## config.mk

```make
export PLATFORM = sky130hd
export DESIGN_NAME = ipv6_address_text_formatter
export DESIGN_NICKNAME = d
export VERILOG_FILES = /design/src/ip6fmt_pkg.sv /design/src/ipv6_address_text_formatter.sv
export SDC_FILE = /design/constraint.sdc
export NUM_CORES = 1
export LEC_CHECK = 0
export BUFFER_PORTS_ARGS = -buffer_cell sky130_fd_sc_hd__buf_4
export CORE_MARGIN = 2
export CORE_UTILIZATION = 45
export CTS_CLUSTER_SIZE = 8
export DETAILED_ROUTE_END_ITERATION = 6
export GPL_TIMING_DRIVEN = 0
export PLACE_DENSITY = 0.65
export SYNTH_ARGS = -nofsm -noshare
export SYNTH_HDL_FRONTEND = slang
export SYNTH_SLANG_ARGS = --single-unit
export TNS_END_PERCENT = 30
```

## constraint.sdc

```tcl
create_clock -name clock -period 10.6 [get_ports clock]
set_input_delay 2.12 -clock clock [delete_from_list [all_inputs] [get_ports clock]]
set_output_delay 2.12 -clock clock [all_outputs]
set_load 0.05 [all_outputs]
```

## src/ip6fmt_pkg.sv

```systemverilog
// Shared types, character codes and digit helpers for the IPv6 address text formatter.
// No dependencies; used by ipv6_address_text_formatter.

package ip6fmt_pkg;

   // Input item: the address as two 64-bit halves, network byte order
   typedef struct packed {
      logic [63:0] addr_high;
      logic [63:0] addr_low;
   } req_type;

   // Result item: one ASCII character of the text
   typedef struct packed {
      logic [6:0] text_char;
      logic       last;
   } rsp_type;

   // Sequencer states
   typedef enum logic [3:0] {
      ST_IDLE,
      ST_SCAN,
      ST_GRP,
      ST_HEX,
      ST_TAIL,
      ST_E_COL1,
      ST_E_COL2,
      ST_E_COL3,
      ST_E_DEC,
      ST_E_DOT
   } state_type;

   // ASCII codes
   localparam logic [6:0] CHAR_COLON = 7'h3a;
   localparam logic [6:0] CHAR_DOT   = 7'h2e;
   localparam logic [6:0] CHAR_ZERO  = 7'h30;
   localparam logic [6:0] CHAR_A     = 7'h61;

   // Groups that select the embedded IPv4 form
   localparam logic [15:0] GRP_ISATAP = 16'h5efe;
   localparam logic [15:0] GRP_MAPPED = 16'hffff;

   // Lower-case hex digit
   function automatic logic [6:0] hex_char(input logic [3:0] nib);
      logic [6:0] c;
      if (nib < 4'd10) begin
         c = CHAR_ZERO + {3'b000, nib};
      end else begin
         c = CHAR_A + {3'b000, nib} - 7'd10;
      end
      return c;
   endfunction

   // Index of the most significant printed hex digit (no leading zeros)
   function automatic logic [1:0] hex_top_dig(input logic [15:0] g);
      logic [1:0] d;
      if (g >= 16'h1000) begin
         d = 2'd3;
      end else if (g >= 16'h0100) begin
         d = 2'd2;
      end else if (g >= 16'h0010) begin
         d = 2'd1;
      end else begin
         d = 2'd0;
      end
      return d;
   endfunction

   // Index of the most significant printed decimal digit of a byte
   function automatic logic [1:0] dec_top_dig(input logic [7:0] b);
      logic [1:0] d;
      if (b >= 8'd100) begin
         d = 2'd2;
      end else if (b >= 8'd10) begin
         d = 2'd1;
      end else begin
         d = 2'd0;
      end
      return d;
   endfunction

   // Byte to three BCD digits, shift-and-add-3 over the eight bits
   function automatic logic [11:0] dec_bcd(input logic [7:0] b);
      logic [11:0] bcd;
      bcd = '0;
      for (int i = 7; i >= 0; i--) begin
         if (bcd[3:0] >= 4'd5) bcd[3:0] = bcd[3:0] + 4'd3;
         if (bcd[7:4] >= 4'd5) bcd[7:4] = bcd[7:4] + 4'd3;
         bcd = {bcd[10:0], b[i]};
      end
      return bcd;
   endfunction

endpackage

```

## src/ipv6_address_text_formatter.sv

```systemverilog
// Steps: an accept in idle and a scan of the eight groups (one zero compare per group), then
// one character per step, a step waiting while the receiver stalls, plus one silent step for
// group 0 when it is printed and for each later group of a compressed zero run. req_ready is
// high only while idle. The output register lets the last character wait during the next scan.
// Synchronous active-high reset returns the sequencer to idle and empties the output.
// IPv6 address to canonical text, one character per result item; depends on ip6fmt_pkg.

module ipv6_address_text_formatter (
   input  logic               clock,
   input  logic               reset,
   input  logic               req_valid,
   output logic               req_ready,
   input  ip6fmt_pkg::req_type req_data,
   output logic               rsp_valid,
   input  logic               rsp_ready,
   output ip6fmt_pkg::rsp_type rsp_data
);

   ip6fmt_pkg::state_type state_ff, state_in;

   // Working registers
   logic [127:0] addr_ff, addr_in;
   logic [2:0]   idx_ff, idx_in;
   logic [1:0]   dig_ff, dig_in;
   logic [1:0]   byte_ff, byte_in;
   logic [3:0]   cur_len_ff, cur_len_in;
   logic [3:0]   best_len_ff, best_len_in;
   logic [2:0]   best_start_ff, best_start_in;
   logic         top_zero_ff, top_zero_in;
   logic         g5_isatap_ff, g5_isatap_in;
   logic         g5_mapped_ff, g5_mapped_in;
   logic         g5_zero_ff, g5_zero_in;
   logic         g6_nz_ff, g6_nz_in;
   logic         embed_ff, embed_in;

   // Output register
   logic                rsp_valid_ff, rsp_valid_in;
   ip6fmt_pkg::rsp_type rsp_ff, rsp_in;

   // Shared decode
   logic        accept;
   logic        step;
   logic [15:0] cur_grp;
   logic [3:0]  cur_nib;
   logic        grp_zero;
   logic [3:0]  run_end;
   logic        compress;
   logic        in_run;
   logic [7:0]  cur_byte;
   logic [1:0]  ld_sel;
   logic [7:0]  ld_byte;
   logic [11:0] bcd;
   logic [3:0]  dec_nib;
   logic        emit;
   logic [6:0]  emit_char;
   logic        emit_last;

   assign accept    = (state_ff == ip6fmt_pkg::ST_IDLE) && req_valid;
   assign step      = !rsp_valid_ff || rsp_ready;
   assign req_ready = (state_ff == ip6fmt_pkg::ST_IDLE);
   assign rsp_valid = rsp_valid_ff;
   assign rsp_data  = rsp_ff;

   // Current group: top of the rotating word, or group 5 in the embedded form
   assign cur_grp  = embed_ff ? addr_ff[47:32] : addr_ff[127:112];
   assign cur_nib  = 4'(cur_grp >> {dig_ff, 2'b00});
   assign grp_zero = (addr_ff[127:112] == 16'h0000);

   // Zero-run window
   assign run_end  = {1'b0, best_start_ff} + best_len_ff;
   assign compress = (best_len_ff >= 4'd2);
   assign in_run   = compress && (idx_ff >= best_start_ff) && ({1'b0, idx_ff} < run_end);

   // IPv4 bytes, byte 0 in bits 31:24
   assign cur_byte = 8'(addr_ff[31:0] >> {~byte_ff, 3'b000});
   assign ld_sel   = (state_ff == ip6fmt_pkg::ST_E_DOT) ? byte_ff + 2'd1 : byte_ff;
   assign ld_byte  = 8'(addr_ff[31:0] >> {~ld_sel, 3'b000});
   assign bcd      = ip6fmt_pkg::dec_bcd(cur_byte);
   assign dec_nib  = 4'(bcd >> {dig_ff, 2'b00});

   // Next state
   always_comb begin
      state_in = state_ff;
      unique case (state_ff)
         ip6fmt_pkg::ST_IDLE: begin
            if (req_valid) state_in = ip6fmt_pkg::ST_SCAN;
         end
         ip6fmt_pkg::ST_SCAN: begin
            if (idx_ff == 3'd7) begin
               state_in = embed_in ? ip6fmt_pkg::ST_E_COL1 : ip6fmt_pkg::ST_GRP;
            end
         end
         ip6fmt_pkg::ST_GRP: begin
            if (step) begin
               if (!in_run) begin
                  state_in = ip6fmt_pkg::ST_HEX;
               end else if (idx_ff == 3'd7) begin
                  state_in = ip6fmt_pkg::ST_TAIL;
               end
            end
         end
         ip6fmt_pkg::ST_HEX: begin
            if (step && dig_ff == 2'd0) begin
               if (embed_ff) begin
                  state_in = ip6fmt_pkg::ST_E_COL3;
               end else if (idx_ff == 3'd7) begin
                  state_in = ip6fmt_pkg::ST_IDLE;
               end else begin
                  state_in = ip6fmt_pkg::ST_GRP;
               end
            end
         end
         ip6fmt_pkg::ST_TAIL: begin
            if (step) state_in = ip6fmt_pkg::ST_IDLE;
         end
         ip6fmt_pkg::ST_E_COL1: begin
            if (step) state_in = ip6fmt_pkg::ST_E_COL2;
         end
         ip6fmt_pkg::ST_E_COL2: begin
            if (step) state_in = g5_zero_ff ? ip6fmt_pkg::ST_E_DEC : ip6fmt_pkg::ST_HEX;
         end
         ip6fmt_pkg::ST_E_COL3: begin
            if (step) state_in = ip6fmt_pkg::ST_E_DEC;
         end
         ip6fmt_pkg::ST_E_DEC: begin
            if (step && dig_ff == 2'd0) begin
               state_in = (byte_ff == 2'd3) ? ip6fmt_pkg::ST_IDLE : ip6fmt_pkg::ST_E_DOT;
            end
         end
         ip6fmt_pkg::ST_E_DOT: begin
            if (step) state_in = ip6fmt_pkg::ST_E_DEC;
         end
         default: state_in = ip6fmt_pkg::ST_IDLE;
      endcase
   end

   // Character produced by the current step
   always_comb begin
      emit      = 1'b0;
      emit_char = ip6fmt_pkg::CHAR_COLON;
      emit_last = 1'b0;
      unique case (state_ff)
         ip6fmt_pkg::ST_GRP: begin
            emit = in_run ? (idx_ff == best_start_ff) : (idx_ff != 3'd0);
         end
         ip6fmt_pkg::ST_HEX: begin
            emit      = 1'b1;
            emit_char = ip6fmt_pkg::hex_char(cur_nib);
            emit_last = (dig_ff == 2'd0) && !embed_ff && (idx_ff == 3'd7);
         end
         ip6fmt_pkg::ST_TAIL: begin
            emit      = 1'b1;
            emit_last = 1'b1;
         end
         ip6fmt_pkg::ST_E_COL1, ip6fmt_pkg::ST_E_COL2, ip6fmt_pkg::ST_E_COL3: begin
            emit = 1'b1;
         end
         ip6fmt_pkg::ST_E_DEC: begin
            emit      = 1'b1;
            emit_char = ip6fmt_pkg::CHAR_ZERO + {3'b000, dec_nib};
            emit_last = (dig_ff == 2'd0) && (byte_ff == 2'd3);
         end
         ip6fmt_pkg::ST_E_DOT: begin
            emit      = 1'b1;
            emit_char = ip6fmt_pkg::CHAR_DOT;
         end
         default: begin
            emit = 1'b0;
         end
      endcase
   end

   // Output register
   always_comb begin
      rsp_valid_in = rsp_valid_ff;
      rsp_in       = rsp_ff;
      if (step && emit) begin
         rsp_valid_in     = 1'b1;
         rsp_in.text_char = emit_char;
         rsp_in.last      = emit_last;
      end else if (rsp_ready) begin
         rsp_valid_in = 1'b0;
      end
   end

   // Datapath: zero-run scan, group rotation, digit and byte counters
   always_comb begin
      addr_in       = addr_ff;
      idx_in        = idx_ff;
      dig_in        = dig_ff;
      byte_in       = byte_ff;
      cur_len_in    = cur_len_ff;
      best_len_in   = best_len_ff;
      best_start_in = best_start_ff;
      top_zero_in   = top_zero_ff;
      g5_isatap_in  = g5_isatap_ff;
      g5_mapped_in  = g5_mapped_ff;
      g5_zero_in    = g5_zero_ff;
      g6_nz_in      = g6_nz_ff;
      embed_in      = embed_ff;
      case (state_ff)
         ip6fmt_pkg::ST_IDLE: begin
            if (accept) begin
               addr_in       = {req_data.addr_high, req_data.addr_low};
               idx_in        = '0;
               dig_in        = '0;
               byte_in       = '0;
               cur_len_in    = '0;
               best_len_in   = '0;
               best_start_in = '0;
               top_zero_in   = 1'b1;
               g5_isatap_in  = 1'b0;
               g5_mapped_in  = 1'b0;
               g5_zero_in    = 1'b0;
               g6_nz_in      = 1'b0;
               embed_in      = 1'b0;
            end
         end
         ip6fmt_pkg::ST_SCAN: begin
            // one group per cycle; the word is back in place after eight rotations
            addr_in = {addr_ff[111:0], addr_ff[127:112]};
            idx_in  = idx_ff + 3'd1;
            if (grp_zero) begin
               cur_len_in = cur_len_ff + 4'd1;
               if (cur_len_ff + 4'd1 > best_len_ff) begin
                  best_len_in   = cur_len_ff + 4'd1;
                  best_start_in = idx_ff - cur_len_ff[2:0];
               end
            end else begin
               cur_len_in = '0;
            end
            if (idx_ff < 3'd5) top_zero_in = top_zero_ff && grp_zero;
            if (idx_ff == 3'd5) begin
               g5_isatap_in = (addr_ff[127:112] == ip6fmt_pkg::GRP_ISATAP);
               g5_mapped_in = (addr_ff[127:112] == ip6fmt_pkg::GRP_MAPPED);
               g5_zero_in   = grp_zero;
            end
            if (idx_ff == 3'd6) g6_nz_in = !grp_zero;
            if (idx_ff == 3'd7) begin
               embed_in = top_zero_ff &&
                          (g5_isatap_ff || ((g5_mapped_ff || g5_zero_ff) && g6_nz_ff));
            end
         end
         ip6fmt_pkg::ST_GRP: begin
            if (step) begin
               if (in_run) begin
                  addr_in = {addr_ff[111:0], addr_ff[127:112]};
                  idx_in  = idx_ff + 3'd1;
               end else begin
                  dig_in = ip6fmt_pkg::hex_top_dig(cur_grp);
               end
            end
         end
         ip6fmt_pkg::ST_HEX: begin
            if (step) begin
               if (dig_ff != 2'd0) begin
                  dig_in = dig_ff - 2'd1;
               end else if (!embed_ff && idx_ff != 3'd7) begin
                  addr_in = {addr_ff[111:0], addr_ff[127:112]};
                  idx_in  = idx_ff + 3'd1;
               end
            end
         end
         ip6fmt_pkg::ST_E_COL2: begin
            if (step) begin
               dig_in = g5_zero_ff ? ip6fmt_pkg::dec_top_dig(ld_byte)
                                   : ip6fmt_pkg::hex_top_dig(cur_grp);
            end
         end
         ip6fmt_pkg::ST_E_COL3: begin
            if (step) dig_in = ip6fmt_pkg::dec_top_dig(ld_byte);
         end
         ip6fmt_pkg::ST_E_DEC: begin
            if (step && dig_ff != 2'd0) dig_in = dig_ff - 2'd1;
         end
         ip6fmt_pkg::ST_E_DOT: begin
            if (step) begin
               byte_in = byte_ff + 2'd1;
               dig_in  = ip6fmt_pkg::dec_top_dig(ld_byte);
            end
         end
         default: begin
            addr_in = addr_ff;
         end
      endcase
   end

   // Control registers
   always_ff @(posedge clock) begin
      if (reset) begin
         state_ff     <= ip6fmt_pkg::ST_IDLE;
         rsp_valid_ff <= 1'b0;
      end else begin
         state_ff     <= state_in;
         rsp_valid_ff <= rsp_valid_in;
      end
   end

   // Payload registers
   always_ff @(posedge clock) begin
      addr_ff       <= addr_in;
      idx_ff        <= idx_in;
      dig_ff        <= dig_in;
      byte_ff       <= byte_in;
      cur_len_ff    <= cur_len_in;
      best_len_ff   <= best_len_in;
      best_start_ff <= best_start_in;
      top_zero_ff   <= top_zero_in;
      g5_isatap_ff  <= g5_isatap_in;
      g5_mapped_ff  <= g5_mapped_in;
      g5_zero_ff    <= g5_zero_in;
      g6_nz_ff      <= g6_nz_in;
      embed_ff      <= embed_in;
      rsp_ff        <= rsp_in;
   end

   // Scan always ends after the eighth group
   a_scan_len: assert property (@(posedge clock) disable iff (reset)
      (state_ff == ip6fmt_pkg::ST_SCAN && idx_ff == 3'd7) |=> state_ff != ip6fmt_pkg::ST_SCAN)
      else $error("scan did not end after eight groups");

   // The chosen zero run lies inside the address
   a_run_fits: assert property (@(posedge clock) disable iff (reset)
      (state_ff == ip6fmt_pkg::ST_GRP) |-> (run_end <= 4'd8 && best_len_ff <= 4'd8))
      else $error("zero run exceeds the eight groups");

   // Group walk never happens in the embedded IPv4 form
   a_grp_not_embed: assert property (@(posedge clock) disable iff (reset)
      (state_ff == ip6fmt_pkg::ST_GRP || state_ff == ip6fmt_pkg::ST_TAIL) |-> !embed_ff)
      else $error("group walk in embedded form");

   // The final character of an item returns the sequencer to idle
   a_last_idle: assert property (@(posedge clock) disable iff (reset)
      (step && emit && emit_last) |=> state_ff == ip6fmt_pkg::ST_IDLE)
      else $error("last character without return to idle");

   // Nothing new is accepted before the final character has been loaded
   a_idle_after_last: assert property (@(posedge clock) disable iff (reset)
      (state_ff != ip6fmt_pkg::ST_IDLE && state_ff != ip6fmt_pkg::ST_SCAN &&
       state_in == ip6fmt_pkg::ST_IDLE) |-> (step && emit && emit_last))
      else $error("item ended without a last character");

endmodule

```

==> impl_metrics.json <==
{
  "status": "completed",
  "rsz0062_at_grt": "no",
  "worstMarginPinSlew_ps": 1180,
  "slew_viol_final": 0,
  "routed_wl_mm": 24.1,
  "ctsLongestPathBuffers": 2,
  "portBuffers": 141,
  "cts_sinks": 165,
  "syn2layout_area_growth_pct": 22.7,
  "root_buffer": "clkbuf_16",
  "dp_slack_ps": 3600,
  "grt_max_degree": 26,
  "clk_pin_slew_ps": 80,
  "slowest_stage": "mux4_1",
  "cp.required_ps": 10790,
  "yosysWarnings": 0,
  "worst_slack_ps": 3530,
  "die_width_um": 149,
  "synth_edf_count": 159,
  "initial_core_util_pct": 45.5,
  "seq_area_mm2": 0.00489,
  "synth_cell_types": 70,
  "postCtsHoldBufs": 0,
  "wl_met2_mm": 11.7,
  "path_buf_inv": 2,
  "timing.final.crit_share_pct": 66.7,
  "finalNetCount": 1059,
  "place_congestion": 0.867,
  "post-cts-setup-buffer-count": 0,
  "drive_gt1_share_pct": 39.2,
  "startpoint_type": "flip-flop",
  "crit_path_max_fanout": 6,
  "wl_per_cell_um": 20.5,
  "grt_overflow": 0,
  "syn_nets": 893,
  "htree_levels": 4,
  "firstDrtPassIters": 5,
  "n_antenna_cell": 0,
  "track_usage_pct": 22.0,
  "core_area_mm2": 0.0209,
  "ant_nets": 0,
  "grt_pass1_vias": 6545,
  "drt-met1-wl_mm": 10.2,
  "drcViolationCount": 0,
  "die_area_mm2": 0.0223,
  "antenna_found_initial": 1,
  "async_flop_share_pct": 0,
  "drv_cap": 0,
  "holdWs_ps": 548,
  "synthCells": 725,
  "cts_buffers": 17,
  "crit_type": "reg -> reg",
  "ys_seq_area_share_pct": 51.5,
  "setup_viol": 0,
  "timing.fmax_ghz": 0.141,
  "fillCellCount": 1750,
  "fp-row-count": 53,
  "final_cell_area_mm2": 0.0117,
  "synthTopCellsByArea": "edfxtp_1 50%, mux2_2 16%, mux4_2 4.7%",
  "synth_area_mm2": 0.00951,
  "drt_iter0_markers": 475,
  "hp-class": "reg -> reg",
  "critPathArrivalTime_ps": 7250,
  "ys_ff_latch": 165,
  "crit_path_frequent_cell": "ha_1",
  "placed_area_mm2": 0.0111,
  "avgViaCountPerCell": 5.64,
  "met3_length_mm": 1.88,
  "synth_top_area_share_pct": 50.2,
  "final.min_clock_period_ps": 7070,
  "cts_resized": 0,
  "vias": 6644,
  "syn_avg_cell_area_um2": 13.1,
  "clk_latency_ps": 440,
  "routed.top_layer": "met5",
  "maxSlewHeadroom_pct": 21.0,
  "skew_ps": 16.4,
  "synth_ff_type": "edfxtp_1",
  "post-dp-hpwl_mm": 18.6,
  "die_height_um": 149,
  "io_pins": 142,
  "max_stage_delay_ps": 710,
  "multiInputGateArea_mm2": 0.00438,
  "finalHoldViolCount": 0,
  "synth_largest_area_cell": "edfxtp_1",
  "grt_pass1_wl_mm": 36.8,
  "critPathTopFamily": "simple AND/OR/NAND/NOR gates",
  "cp-end-kind": "flip-flop",
  "cts_tree": "built"
}
## cells in the mapped netlist (all sizes together) (6+ instances only)
cell type	instances
and2	6
mux2i	16
o21ai	28
o211ai	6
nor2	48
nand2b	11
a21o	6
clkbuf	23
nand2	33
dfxtp	6
nor3	8
mux4	22
nor4	7
inv	34
mux2	135
a21oi	36
nor2b	8
ha	34
edfxtp	159
nand3	11
xnor2	11
## worst paths after layout
path,end,startpoint,slack [ps],cells after the start
setup reg to reg,rsp_data[3]$_DFFE_PP_,byte_ff[0]$_SDFFCE_PN0P_,3530,29
setup / recovery,rsp_data[3]$_DFFE_PP_,byte_ff[0]$_SDFFCE_PN0P_,3530,29
hold reg to reg,addr_ff[67]$_DFFE_PP_,addr_ff[51]$_DFFE_PP_,550,1
hold / removal,addr_ff[67]$_DFFE_PP_,addr_ff[51]$_DFFE_PP_,550,1
## sequential cells by signal, summed over array words and instances, names as in the netlist
name and count:
rsp_data 8, best_start_ff 3, g6_nz_ff 1, rsp_valid 1, embed_ff 1, top_zero_ff 1
g5_isatap_ff 1, dig_ff 2, byte_ff 2, idx_ff 3, g5_zero_ff 1, cur_len_ff 4
g5_mapped_ff 1, state_ff 4, addr_ff 128, best_len_ff 4
## layout make-up
type | count | area share [%]
Sequential cell | 165 | 41.9
Multi-Input combinational cell | 497 | 37.5
Timing Repair Buffer | 147 | 10.4
Clock buffer | 17 | 3.64
Tap cell | 275 | 2.95
Clock inverter | 15 | 1.49
Inverter | 35 | 1.13
Buffer | 28 | 0.975
## cells by family after synthesis
group / Yosys count / synth area share [%]
other: 1 / 0.0394
multiplexers: 173 / 23.4
flip-flops: 165 / 51.5
adder cells (fa/ha/maj): 36 / 4.89
buffers and inverters: 63 / 2.58
AO/OA/AOI/OAI: 118 / 8.26
AND/OR/NAND/NOR: 156 / 8.06
XOR/XNOR: 13 / 1.28
## cells in the final DEF, fill, tap and decap left out, types with 11 or more instances in the layout
cell type / netlist / final
nand3_1: 11 / 11
mux4_2: 20 / 20
nand2b_1: 11 / 11
edfxtp_1: 159 / 159
nor2_1: 48 / 48
nand2_1: 33 / 33
a21oi_1: 36 / 35
ha_1: 34 / 34
o21ai_0: 24 / 24
inv_1: 33 / 33
buf_4: 2 / 143
clkbuf_16: 0 / 17
mux2_2: 133 / 133
clkbuf_1: 23 / 23
## routing by layer
metal  track usage, %  vias up
li1                 -     3131
met1             28.9     3228
met2             36.3      252
met5                0        -
met4             5.90        2
met3             5.78       31
## worst register-to-register path, delay by kind of cell, from the launching register on
kind,cells,cell delay (ps)
AOI/OAI and AO/OA,7,1310
and+or+nand+nor,9,1850
xor gates and xnor gates,4,940
buffers and inverters,2,190
DFF,1,500
muxes,2,860
adders and majority gates,5,1170
## per-stage QoR
stage / std cells / TNS [ps] / util [%]
after CTS: 1179 / 0 / 55.9
after floorplan: 725 / 0 / -
after global routing: 1179 / 0 / 55.9
after global placement: 1141 / -264350 / 52.2
final: 1179 / 0 / 55.9
after detailed placement: 1147 / 0 / 53.0
Power is not shown: default switching activity piles up to over one toggle a cycle in this logic, so the estimate is an artifact.
